[src/design/vns_pkg.sv]
// shared constants, codes and command/status structs for the voxel smoother
// no dependencies
package vns_pkg;

  localparam int MAX_EXTENT  = 32;
  localparam int STORE_DEPTH = 32768;

  localparam int SIZE_W     = 6;
  localparam int COORD_W    = $clog2(MAX_EXTENT);
  localparam int IDX_W      = $clog2(STORE_DEPTH);
  localparam int SXY_W      = $clog2(MAX_EXTENT * MAX_EXTENT + 1);
  localparam int TOT_W      = $clog2(MAX_EXTENT * MAX_EXTENT * MAX_EXTENT + 1);
  localparam int VOX_W      = 16;
  localparam int CNT_W      = 5;
  localparam int SUM_W      = 21;
  localparam int RSUM_W     = 37;
  localparam int DIV_W      = 40;
  localparam int DCNT_W     = $clog2(DIV_W);
  localparam int MODE_W     = 2;
  localparam int THR_W      = 8;
  localparam int CFG_IDX_W  = 3;
  localparam int CFG_DATA_W = 8;

  localparam logic [MODE_W-1:0] MODE_HOT  = 2'd0;
  localparam logic [MODE_W-1:0] MODE_MEAN = 2'd1;
  localparam logic [MODE_W-1:0] MODE_HARM = 2'd2;

  localparam logic [CFG_IDX_W-1:0] REG_MODE   = 3'd0;
  localparam logic [CFG_IDX_W-1:0] REG_SIZE_X = 3'd1;
  localparam logic [CFG_IDX_W-1:0] REG_SIZE_Y = 3'd2;
  localparam logic [CFG_IDX_W-1:0] REG_SIZE_Z = 3'd3;
  localparam logic [CFG_IDX_W-1:0] REG_THRESH = 3'd4;

  localparam logic CMD_LOAD    = 1'b0;
  localparam logic CMD_COMPUTE = 1'b1;

  localparam logic [1:0] DIV_X     = 2'd0;
  localparam logic [1:0] DIV_Y     = 2'd1;
  localparam logic [1:0] DIV_RECIP = 2'd2;
  localparam logic [1:0] DIV_FINAL = 2'd3;

  localparam logic [1:0] RES_V    = 2'd0;
  localparam logic [1:0] RES_ZERO = 2'd1;
  localparam logic [1:0] RES_QUOT = 2'd2;

  typedef struct packed {
    logic       load;
    logic       start;
    logic       div_start;
    logic [1:0] div_op;
    logic       cap_x;
    logic       cap_yz;
    logic       setup;
    logic       acc;
    logic       recip_add;
    logic       nb_step;
    logic       prod;
    logic       res_load;
    logic [1:0] res_sel;
    logic       emit;
  } dp_cmd_t;

  typedef struct packed {
    logic              div_done;
    logic              need_recip;
    logic              nb_last;
    logic [MODE_W-1:0] mode;
    logic              lone;
    logic              hot;
    logic              npos_zero;
    logic              out_free;
  } dp_sts_t;

  function automatic logic [SIZE_W-1:0] clamp_extent(input logic [SIZE_W-1:0] s);
    logic [SIZE_W-1:0] r;
    if (s == '0) r = SIZE_W'(1);
    else if (s > SIZE_W'(MAX_EXTENT)) r = SIZE_W'(MAX_EXTENT);
    else r = s;
    return r;
  endfunction

endpackage

[src/design/vns_ctrl.sv]
// controller: sequences load, coordinate split, neighbor walk, final divide and output
// depends on vns_pkg
module vns_ctrl import vns_pkg::*; (
  input  logic    clk,
  input  logic    rst,
  input  logic    item_valid,
  input  logic    command,
  input  logic    cfg_write,
  input  dp_sts_t sts,
  output logic    item_stall,
  output dp_cmd_t cmd
);

  localparam logic [3:0] S_IDLE  = 4'd0;
  localparam logic [3:0] S_CX    = 4'd1;
  localparam logic [3:0] S_CY    = 4'd2;
  localparam logic [3:0] S_SETUP = 4'd3;
  localparam logic [3:0] S_ISSUE = 4'd4;
  localparam logic [3:0] S_ACC   = 4'd5;
  localparam logic [3:0] S_RWAIT = 4'd6;
  localparam logic [3:0] S_FINAL = 4'd7;
  localparam logic [3:0] S_HCMP  = 4'd8;
  localparam logic [3:0] S_FWAIT = 4'd9;
  localparam logic [3:0] S_EMIT  = 4'd10;

  logic [3:0] state, state_next;
  logic [1:0] settle;
  logic       accept;

  // after reset or any configuration write, hold items off until grid size settles
  always_ff @(posedge clk) begin
    if (rst) begin
      settle <= 2'd2;
    end else if (cfg_write) begin
      settle <= 2'd2;
    end else if (settle != '0) begin
      settle <= settle - 1'b1;
    end
  end

  assign item_stall = (state != S_IDLE) || (settle != '0);
  assign accept     = item_valid && !item_stall;

  always_ff @(posedge clk) begin
    if (rst) state <= S_IDLE;
    else     state <= state_next;
  end

  always_comb begin
    cmd        = '0;
    state_next = state;
    unique case (state)
      S_IDLE: begin
        if (accept) begin
          if (command == CMD_LOAD) begin
            cmd.load = 1'b1;
          end else begin
            cmd.start     = 1'b1;
            cmd.div_start = 1'b1;
            cmd.div_op    = DIV_X;
            state_next    = S_CX;
          end
        end
      end
      S_CX: begin
        if (sts.div_done) begin
          cmd.cap_x     = 1'b1;
          cmd.div_start = 1'b1;
          cmd.div_op    = DIV_Y;
          state_next    = S_CY;
        end
      end
      S_CY: begin
        if (sts.div_done) begin
          cmd.cap_yz = 1'b1;
          state_next = S_SETUP;
        end
      end
      S_SETUP: begin
        cmd.setup  = 1'b1;
        state_next = S_ISSUE;
      end
      S_ISSUE: state_next = S_ACC;
      S_ACC: begin
        cmd.acc = 1'b1;
        if (sts.need_recip) begin
          cmd.div_start = 1'b1;
          cmd.div_op    = DIV_RECIP;
          state_next    = S_RWAIT;
        end else begin
          cmd.nb_step = 1'b1;
          state_next  = sts.nb_last ? S_FINAL : S_ISSUE;
        end
      end
      S_RWAIT: begin
        if (sts.div_done) begin
          cmd.recip_add = 1'b1;
          cmd.nb_step   = 1'b1;
          state_next    = sts.nb_last ? S_FINAL : S_ISSUE;
        end
      end
      S_FINAL: begin
        cmd.prod = 1'b1;
        case (sts.mode)
          MODE_HOT: begin
            if (sts.lone) begin
              cmd.res_load = 1'b1;
              cmd.res_sel  = RES_V;
              state_next   = S_EMIT;
            end else begin
              state_next = S_HCMP;
            end
          end
          MODE_HARM: begin
            if (sts.npos_zero) begin
              cmd.res_load = 1'b1;
              cmd.res_sel  = RES_ZERO;
              state_next   = S_EMIT;
            end else begin
              cmd.div_start = 1'b1;
              cmd.div_op    = DIV_FINAL;
              state_next    = S_FWAIT;
            end
          end
          default: begin
            cmd.div_start = 1'b1;
            cmd.div_op    = DIV_FINAL;
            state_next    = S_FWAIT;
          end
        endcase
      end
      S_HCMP: begin
        if (sts.hot) begin
          cmd.div_start = 1'b1;
          cmd.div_op    = DIV_FINAL;
          state_next    = S_FWAIT;
        end else begin
          cmd.res_load = 1'b1;
          cmd.res_sel  = RES_V;
          state_next   = S_EMIT;
        end
      end
      S_FWAIT: begin
        if (sts.div_done) begin
          cmd.res_load = 1'b1;
          cmd.res_sel  = RES_QUOT;
          state_next   = S_EMIT;
        end
      end
      S_EMIT: begin
        if (sts.out_free) begin
          cmd.emit   = 1'b1;
          state_next = S_IDLE;
        end
      end
      default: state_next = S_IDLE;
    endcase
  end

`ifndef SYNTHESIS
  a_take_only_idle: assert property (@(posedge clk) disable iff (rst)
    !item_stall |-> state == S_IDLE)
    else $error("item taken outside idle");
  a_emit_free: assert property (@(posedge clk) disable iff (rst)
    cmd.emit |-> sts.out_free)
    else $error("result written over a waiting beat");
  a_issue_acc: assert property (@(posedge clk) disable iff (rst)
    state == S_ISSUE |=> state == S_ACC)
    else $error("store read not followed by accumulate");
  a_cfg_hold: assert property (@(posedge clk) disable iff (rst)
    cfg_write |=> item_stall)
    else $error("item taken before grid size settled");
`endif

endmodule

[config.mk]
export PLATFORM = sky130hd
export DESIGN_NAME = vns_ctrl
export DESIGN_NICKNAME = d
export VERILOG_FILES = /design/src/design/vns_pkg.sv /design/src/design/vns_ctrl.sv
export SDC_FILE = /design/constraint.sdc
export NUM_CORES = 1
export LEC_CHECK = 0
export ABC_AREA = 0
export BUFFER_PORTS_ARGS = -buffer_cell sky130_fd_sc_hd__buf_2
export CAP_MARGIN = 30
export CORE_UTILIZATION = 44
export CTS_CLUSTER_DIAMETER = 50
export DETAILED_ROUTE_END_ITERATION = 8
export HOLD_SLACK_MARGIN = 0.03
export PLACE_DENSITY = 0.79
export SYNTH_ARGS = -nofsm -noshare
export SYNTH_HDL_FRONTEND = slang
export SYNTH_SLANG_ARGS = --single-unit
[constraint.sdc]
create_clock -name clk -period 2.05 [get_ports clk]
set_input_delay 0.41 -clock clk [delete_from_list [all_inputs] [get_ports clk]]
set_output_delay 0.41 -clock clk [all_outputs]
set_load 0.05 [all_outputs]
# ---- Word level (Yosys, flattened, before mapping)
# Index checks and enable logic that the tools add are counted.
dict set report word_totals {
  reg_bits 6
  latchBits 0
  ramBits 0
  rom_bits 0
  in_bits 14
  out_inout_bits 17
  wordCells 72
  mem_count 0
}
dict set report op_classes {
  n_addsub 1
  mul 0
  n_div 0
  magnitude_cmp 0
  n_eq_ne 18
  n_shift 0
  mux 42
  bitwise 0
  n_reduce_logical 9
}
# op n
set op_table {}
lappend op_table {{case mux 4 bit (11 select lines)} 1}
lappend op_table {{two-way mux 4 bit} 9}
lappend op_table {{two-way mux 3 bit} 7}
lappend op_table {{equality test 4 x 3 -> 1 bit (second input constant)} 4}
lappend op_table {{case mux 3 bit (5 select lines)} 1}
lappend op_table {{two-way mux 2 bit} 7}
lappend op_table {{inequality test 2 bit (second input constant)} 7}
lappend op_table {{equality test 4 bit (second input constant)} 3}
lappend op_table {{case mux 3 bit (2 select lines)} 2}
lappend op_table {{two-way mux 1 bit} 11}
lappend op_table {{case mux 3 bit (3 select lines)} 1}
lappend op_table {{equality test 4 x 2 -> 1 bit (second input constant)} 2}
lappend op_table {{case mux 4 bit (2 select lines)} 1}
lappend op_table {{AND reduction 7 bit} 1}
lappend op_table {{two-way mux 5 bit} 1}
lappend op_table {{equality test 4 x 1 -> 1 bit (second input constant)} 1}
lappend op_table {{zero test 4 bit} 1}
lappend op_table {{nonzero test 4 bit} 1}
lappend op_table {{equality test 2 bit (second input constant)} 1}
lappend op_table {{zero test 2 bit} 1}
lappend op_table {{case mux 1 bit (2 select lines)} 1}
lappend op_table {{nonzero test 2 bit} 1}
lappend op_table {{OR reduction 2 bit} 1}
lappend op_table {{subtractor 2 x 1 -> 2 bit (second input constant)} 1}
lappend op_table {{3 further kinds} 3}

# ---- Depth between registers and ports, before layout
# Gate-level depths: netlist of run 1.
dict set report depth {
  word_depth 6
  depth_mapped 6
  depth_no_buf 6
}

# ---- Worst setup path before layout of run 1
# OpenSTA, ideal clock, no wires.
dict set report synth_timing {
  path_kind {register -> output}
  from {register state[1]}
  to {output cmd[15] (netlist bit)}
  t_arrival_ns 2.406
  setup_slack_ns -0.766
  path_stages_with_launch 5
  path_cell_list {dfxtp_1 -> buf_2 -> nor2_1 -> nand3_1 -> nor3b_1}
}
# item line
set synth_rtl {}
lappend synth_rtl {{from (decl)} vns_ctrl.sv:26} ;# logic [3:0] state, state_next;
lappend synth_rtl {{from (signal assigned)} vns_ctrl.sv:46} ;# else state <= state_next;
lappend synth_rtl {{to (decl)} vns_ctrl.sv:11} ;# output dp_cmd_t cmd

==> impl_metrics.json, run 1 <==
{
  "status": "completed",
  "pin_count": 31,
  "clk_latency_ns": 0.24,
  "die_y_um": 40.2,
  "seqPwrFrac": 0.213,
  "syn_inst": 82,
  "p_clk_frac": 0.138,
  "rsz0062_at_grt": "true",
  "synth.distinct_cells": 41,
  "worst_path_largest_cell_delay_ns": 0.37,
  "skew_ns": 0.000594,
  "path_clk_slew_ns": 0.04,
  "numPortBuffers": 30,
  "yosysTopAreaCell": "dfxtp_1",
  "crit_chain": "nand4b_1 > buf_4 > o32a_1 > nand2b_2 > buf_8",
  "ys.flop_type": "dfxtp_1",
  "syn_to_final_growth_pct": 59.9,
  "clock_sinks": 6,
  "worstPathArrival_ns": 1.61,
  "cts_max_path_buffers": 2,
  "maxCapViolations": 0,
  "finalHoldViolations": 0,
  "powerDensity_nw_per_um2": 757,
  "wl_per_cell_um": 12.6,
  "required_ns": 1.64,
  "row_count": 13,
  "final.min_clock_period_ns": 2.02,
  "routabilityCongestion": 0.858,
  "p_int_uw": 436,
  "die_w_um": 40.2,
  "cts_buffers": 3,
  "wirelength_um": 1750,
  "yosys-top-cells-count": "8 x nor2_1, 6 x dfxtp_1, 6 x inv_1, 6 x nand2_1",
  "nNetsFinal": 141,
  "grt_pass1_wl_um": 2530,
  "synth_edf_count": 0,
  "placed_area_um2": 925,
  "postSynthAreaPerCell_um2": 7.84,
  "firstDrtPassIters": 4,
  "grt_pass1_vias": 607,
  "hold_class": "in2reg",
  "grt_antenna_before_repair": 0,
  "vdd_drop_max_mv": 0.750,
  "dieArea_um2": 1620,
  "pre_cts_slack_ns": 0.0112,
  "setup_slack_ns": 0.0265,
  "tns_ns": 0,
  "slew_headroom": 0.784,
  "crit_slowest_cell": "o32a_1",
  "start_util": 0.482,
  "core_area_um2": 1330,
  "hpwl_um": 1400,
  "use_met2": 0.419,
  "grt_usage": 0.241,
  "endpoint_kind": "output pin",
  "antenna_left": 0,
  "antenna_cells": 0,
  "grt_use_met3": 0.0333,
  "worst_pin_slew_ns": 0.321,
  "synth_area_um2": 643,
  "vias_per_cell": 5.41,
  "drc_errors": 0,
  "fin_crit_sh": 0.987,
  "drive_gt1_frac": 0.589,
  "final-setup-viol-count": 0,
  "power_switching_share": 0.440,
  "drtIter0Drc": 12,
  "grt-busiest-layer": "met2",
  "whs_ns": 0.335,
  "synth_nets": 97,
  "path_class": "reg2out",
  "leakagePower_nw": 0.523,
  "cts_tree": "built",
  "cp_max_fo": 8,
  "postCtsHoldBufs": 0,
  "dr_total_vias": 752,
  "power_switching_uw": 342,
  "comb_power_share": 0.649,
  "overflow": 0,
  "yosysSeqAreaShare": 0.187,
  "ctsRootBufferMaster": "clkbuf_4",
  "synthTopCellsByArea": "dfxtp_1 19%, mux2i_1 4.7%, nor2_1 4.7%, nor2b_1 3.9%, inv_1 3.5%",
  "ys_ff_latch": 6,
  "gr-usage-met1": 0.295,
  "grt_max_degree": 12,
  "yosys_warnings": 0,
  "report.final.slew_viol_count": 0,
  "nFillCells": 93,
  "fin_area_um2": 1030,
  "ys_async_sr_fraction": 0,
  "htreeDepth": 1,
  "fmax_mhz": 494,
  "start_kind": "register",
  "yosysTopAreaCellShare": 0.187,
  "synth_most_common_cell": "nor2_1"
}
## state kept, by name, summed over array words and instances, names as in the netlist
name	cells
state	4
settle	2
## metal layers
layer / up-vias / share of wire
li1: 386 / -
met1: 339 / 0.44
met2: 25 / 0.49
met3: 2 / 0.056
met4: 0 / 0.0091
met5: - / 0
## final timing paths
check                   startpoint                endpoint  slack, ns  cells after the start
max          state[3]$_SDFFE_PP0P_                  cmd[3]       0.03                      5
min                      cfg_write  settle[0]$_SDFFE_PP0P_       0.34                      2
max reg2reg  state[0]$_SDFFE_PP0P_   state[3]$_SDFFE_PP0P_       0.32                      6
min reg2reg  state[0]$_SDFFE_PP0P_   state[0]$_SDFFE_PP0P_       0.51                      2
## what timing repair did
item                       CTS  global route
buffers inserted             0             4
gates resized for setup     12             7
pin swaps                    0             4
setup endpoints to repair    2             3
## critical path, delay by kind of cell (launching register included)
kind | cells | cell delay [ns]
buffers and inverters | 2 | 0.32
DFF | 1 | 0.36
and+or+nand+nor | 2 | 0.32
AOI/OAI and AO/OA | 1 | 0.37
## cell usage in the layout (no fill, tap or decap), types with 2 or more instances in the layout
cell	synthesis	routed
nand3_2	0	2
nor2_1	8	7
buf_4	0	13
o21ai_0	2	2
clkbuf_4	0	3
mux2i_1	3	3
nor2b_1	4	4
and3_1	3	2
or3b_1	2	2
buf_8	0	3
o21a_1	2	2
inv_2	0	2
and3b_1	2	2
buf_2	3	27
nand2_1	6	5
dfxtp_4	0	2
inv_1	6	4
dfxtp_2	0	3
## layout make-up
cell class,count,area [um^2],area share
multi-input cells,66,556,0.540
well taps,15,18.8,0.0182
repair buffers,43,278,0.270
flip-flops and latches,6,131,0.128
inverters,6,22.5,0.0219
clock buffers,3,22.5,0.0219
## logic make-up (layout without fill, tap and decap cells)
group | after synthesis | after routing | share of synthesized area
simple gates | 44 | 44 | 0.414
fa+ha+maj | 1 | 1 | 0.0195
flops | 6 | 6 | 0.187
compound gates | 17 | 17 | 0.243
mux | 3 | 3 | 0.0467
xor+xnor | 1 | 1 | 0.0136
buf+inv | 10 | 52 | 0.0759
## per-stage QoR
stage	total power [mW]	utilization	instances
floorplan	0.514	-	82
global placement	0.612	0.693	132
detailed placement	0.620	0.693	132
CTS	0.750	0.735	135
global route	0.832	0.771	139
finish	0.778	0.771	139
## power groups by stage
stage	sequential, mW	clock [mW]	combinational, mW
2_1_floorplan	0.156	0	0.358
3_3_place_gp	0.157	0	0.455
3_5_place_dp	0.158	0	0.462
4_1_cts	0.161	0.111	0.478
5_1_grt	0.168	0.118	0.547
6_report	0.166	0.107	0.505
Power figures use the tool's default switching activity.
==> run 2: changes to the inputs <==
--- a/config.mk
+++ b/config.mk
@@ -5,14 +5,14 @@
 export SDC_FILE = /design/constraint.sdc
 export NUM_CORES = 1
 export LEC_CHECK = 0
-export ABC_AREA = 0
+export ABC_AREA = 1
 export BUFFER_PORTS_ARGS = -buffer_cell sky130_fd_sc_hd__buf_2
 export CAP_MARGIN = 30
-export CORE_UTILIZATION = 44
+export CORE_UTILIZATION = 43
 export CTS_CLUSTER_DIAMETER = 50
 export DETAILED_ROUTE_END_ITERATION = 8
 export HOLD_SLACK_MARGIN = 0.03
-export PLACE_DENSITY = 0.79
+export PLACE_DENSITY = 0.78
 export SYNTH_ARGS = -nofsm -noshare
 export SYNTH_HDL_FRONTEND = slang
 export SYNTH_SLANG_ARGS = --single-unit
==> impl_metrics.json, run 2 <==
{
  "synth_most_common_cell": "nand2_1",
  "nFillCells": 142,
  "final.min_clock_period_ns": 1.87,
  "top_register": "state",
  "row_count": 13,
  "start_kind": "register",
  "tns_ns": 0,
  "yosys-top-cells-count": "35 x nand2_1, 22 x inv_1, 21 x nor2_1",
  "rsz0062_at_grt": "false",
  "htreeDepth": 1,
  "drtIter0Drc": 18,
  "grt_max_degree": 8,
  "routabilityCongestion": 0.926,
  "startpoint": "state[2]$_SDFFE_PP0P_",
  "grt_antenna_before_repair": 0,
  "ctsRootBufferMaster": "clkbuf_4",
  "clock_sinks": 6,
  "grt_pass1_vias": 556,
  "leakagePower_nw": 0.497,
  "rr_startpoint": "settle[0]$_SDFFE_PP0P_",
  "worstPathArrival_ns": 1.46,
  "ys_async_sr_fraction": 0,
  "dieArea_um2": 1560,
  "overflow": 0,
  "finalHoldViolations": 0,
  "drive_gt1_frac": 0.336,
  "hpwl_um": 1230,
  "grt_usage": 0.201,
  "postCtsSetupRepairBufs": 0,
  "synth_area_um2": 604,
  "regArea_um2": 124,
  "synth.distinct_cells": 19,
  "synth_edf_count": 0,
  "vias_per_cell": 4.61,
  "status": "completed",
  "postSynthAreaPerCell_um2": 5.35,
  "core_area_um2": 1300,
  "path_class": "reg2out",
  "final_util": 0.626,
  "nNetsFinal": 163,
  "final-setup-viol-count": 0,
  "fmax_mhz": 534,
  "multi_input_area_um2": 405,
  "die_y_um": 39.5,
  "largest_registers": "state x4, settle x2",
  "dr_total_vias": 743,
  "final_cell_mix": "35 x nand2_1, 27 x buf_2, 22 x inv_1",
  "antenna_cells": 0,
  "worst_path_largest_cell_delay_ns": 0.43,
  "clk_latency_ns": 0.23,
  "crit_slowest_cell": "dfxtp_1",
  "wirelength_um": 1440,
  "path_clk_slew_ns": 0.04,
  "ys.flop_type": "dfxtp_1",
  "numPortBuffers": 30,
  "required_ns": 1.64,
  "yosysTopAreaCell": "nand2_1",
  "final_common_cell": "nand2_1",
  "ys_ff_latch": 6,
  "hold_path_startpoint": "rst",
  "slew_headroom": 0.836,
  "antenna_left": 0,
  "maxCapViolations": 0,
  "crit_chain": "inv_2 > nor2_2 > nand2_1 > o22ai_1 > buf_2",
  "powerDensity_nw_per_um2": 1070,
  "report.final.slew_viol_count": 0,
  "cp_max_fo": 5,
  "yosysTopAreaCellShare": 0.217,
  "pin_count": 31,
  "die_w_um": 39.5,
  "hold_class": "in2reg",
  "cts_max_path_buffers": 2,
  "skew_ns": 0.00217,
  "firstDrtPassIters": 4,
  "vdd_drop_max_mv": 0.555,
  "cts_buffers": 3,
  "synth_nets": 128,
  "wl_per_cell_um": 8.93,
  "yosys_warnings": 0,
  "yosysSeqAreaShare": 0.199,
  "worst_pin_slew_ns": 0.244,
  "start_util": 0.464,
  "worst_path_dominant_cell_family": "flip-flops",
  "syn_to_final_growth_pct": 34.8,
  "endpoint_kind": "output pin",
  "syn_inst": 113,
  "cts_tree": "built",
  "largest_reg_flops": 4,
  "drc_errors": 0,
  "path_buf_inv": 2,
  "fin_crit_sh": 0.914,
  "grt_pass1_wl_um": 2110,
  "synthTopCellsByArea": "nand2_1 22%, dfxtp_1 20%, inv_1 14%, nor2_1 13%, nor2_2 5.2%"
}
==> run 2: kinds of logic (layout without fill, tap and decap cells) <==
logic type,Yosys count,after routing,share of synthesized area
and+or+nand+nor,73,73,0.536
adders and majority gates,1,1,0.0207
buffers and inverters,23,56,0.143
AOI/OAI and AO/OA,10,10,0.101
DFF,6,6,0.199
==> run 2: metal layers <==
metal | part of all wire | vias to the layer above | GRT usage
met2 | 0.49 | 30 | 0.320
met1 | 0.45 | 302 | 0.253
met5 | 0 | - | 0
li1 | - | 411 | -
met3 | 0.061 | 0 | 0.0341
met4 | 0 | 0 | 0.103
==> run 2: repair_timing <==
action	CTS	global route
gates resized for setup	0	7
endpoints found under the setup margin	0	3
hold buffers	0	0
==> run 2: final timing paths <==
path                            endpoint  slack (ns)  cells past startpoint
hold reg to reg   settle[0]$_SDFFE_PP0P_        0.46                      1
hold / removal     state[1]$_SDFFE_PP0P_        0.39                      2
setup reg to reg   state[1]$_SDFFE_PP0P_        0.68                      8
setup / recovery                  cmd[5]        0.18                      5
==> run 2: final cells by class <==
cell class              instances  area share
clock buffers                   3      0.0276
inverters                      23       0.106
multi-input cells              84       0.498
flip-flops and latches          6       0.152
well taps                      15      0.0230
repair buffers                 30       0.194
==> run 2: through the flow <==
step	hold WS (ns)	instance area, um^2	worst slack, ns	cells	power [mW]
3_5_place_dp	0.455	781	0.331	158	0.750
5_1_grt	0.389	815	0.0387	161	0.943
6_report	0.390	815	0.176	161	0.870
4_1_cts	0.392	803	0.0724	161	0.857
3_3_place_gp	0.435	781	0.320	158	0.748
2_1_floorplan	0.422	612	0.135	113	0.631
==> run 2: where the power goes <==
part           switching, mW  internal (mW)
clock network         0.0361         0.0658
logic                  0.408          0.172
registers             0.0386          0.150
total                  0.483          0.387
==> run 2: worst reg2reg max path, cell delays in order, from the launching register on <==
cell	delay, ns
dfxtp_1	0.31
inv_1	0.05
ha_1	0.18
inv_1	0.09
nor2_4	0.13
nand3_2	0.12
a21oi_2	0.21
nand2_1	0.09
a21oi_2	0.12
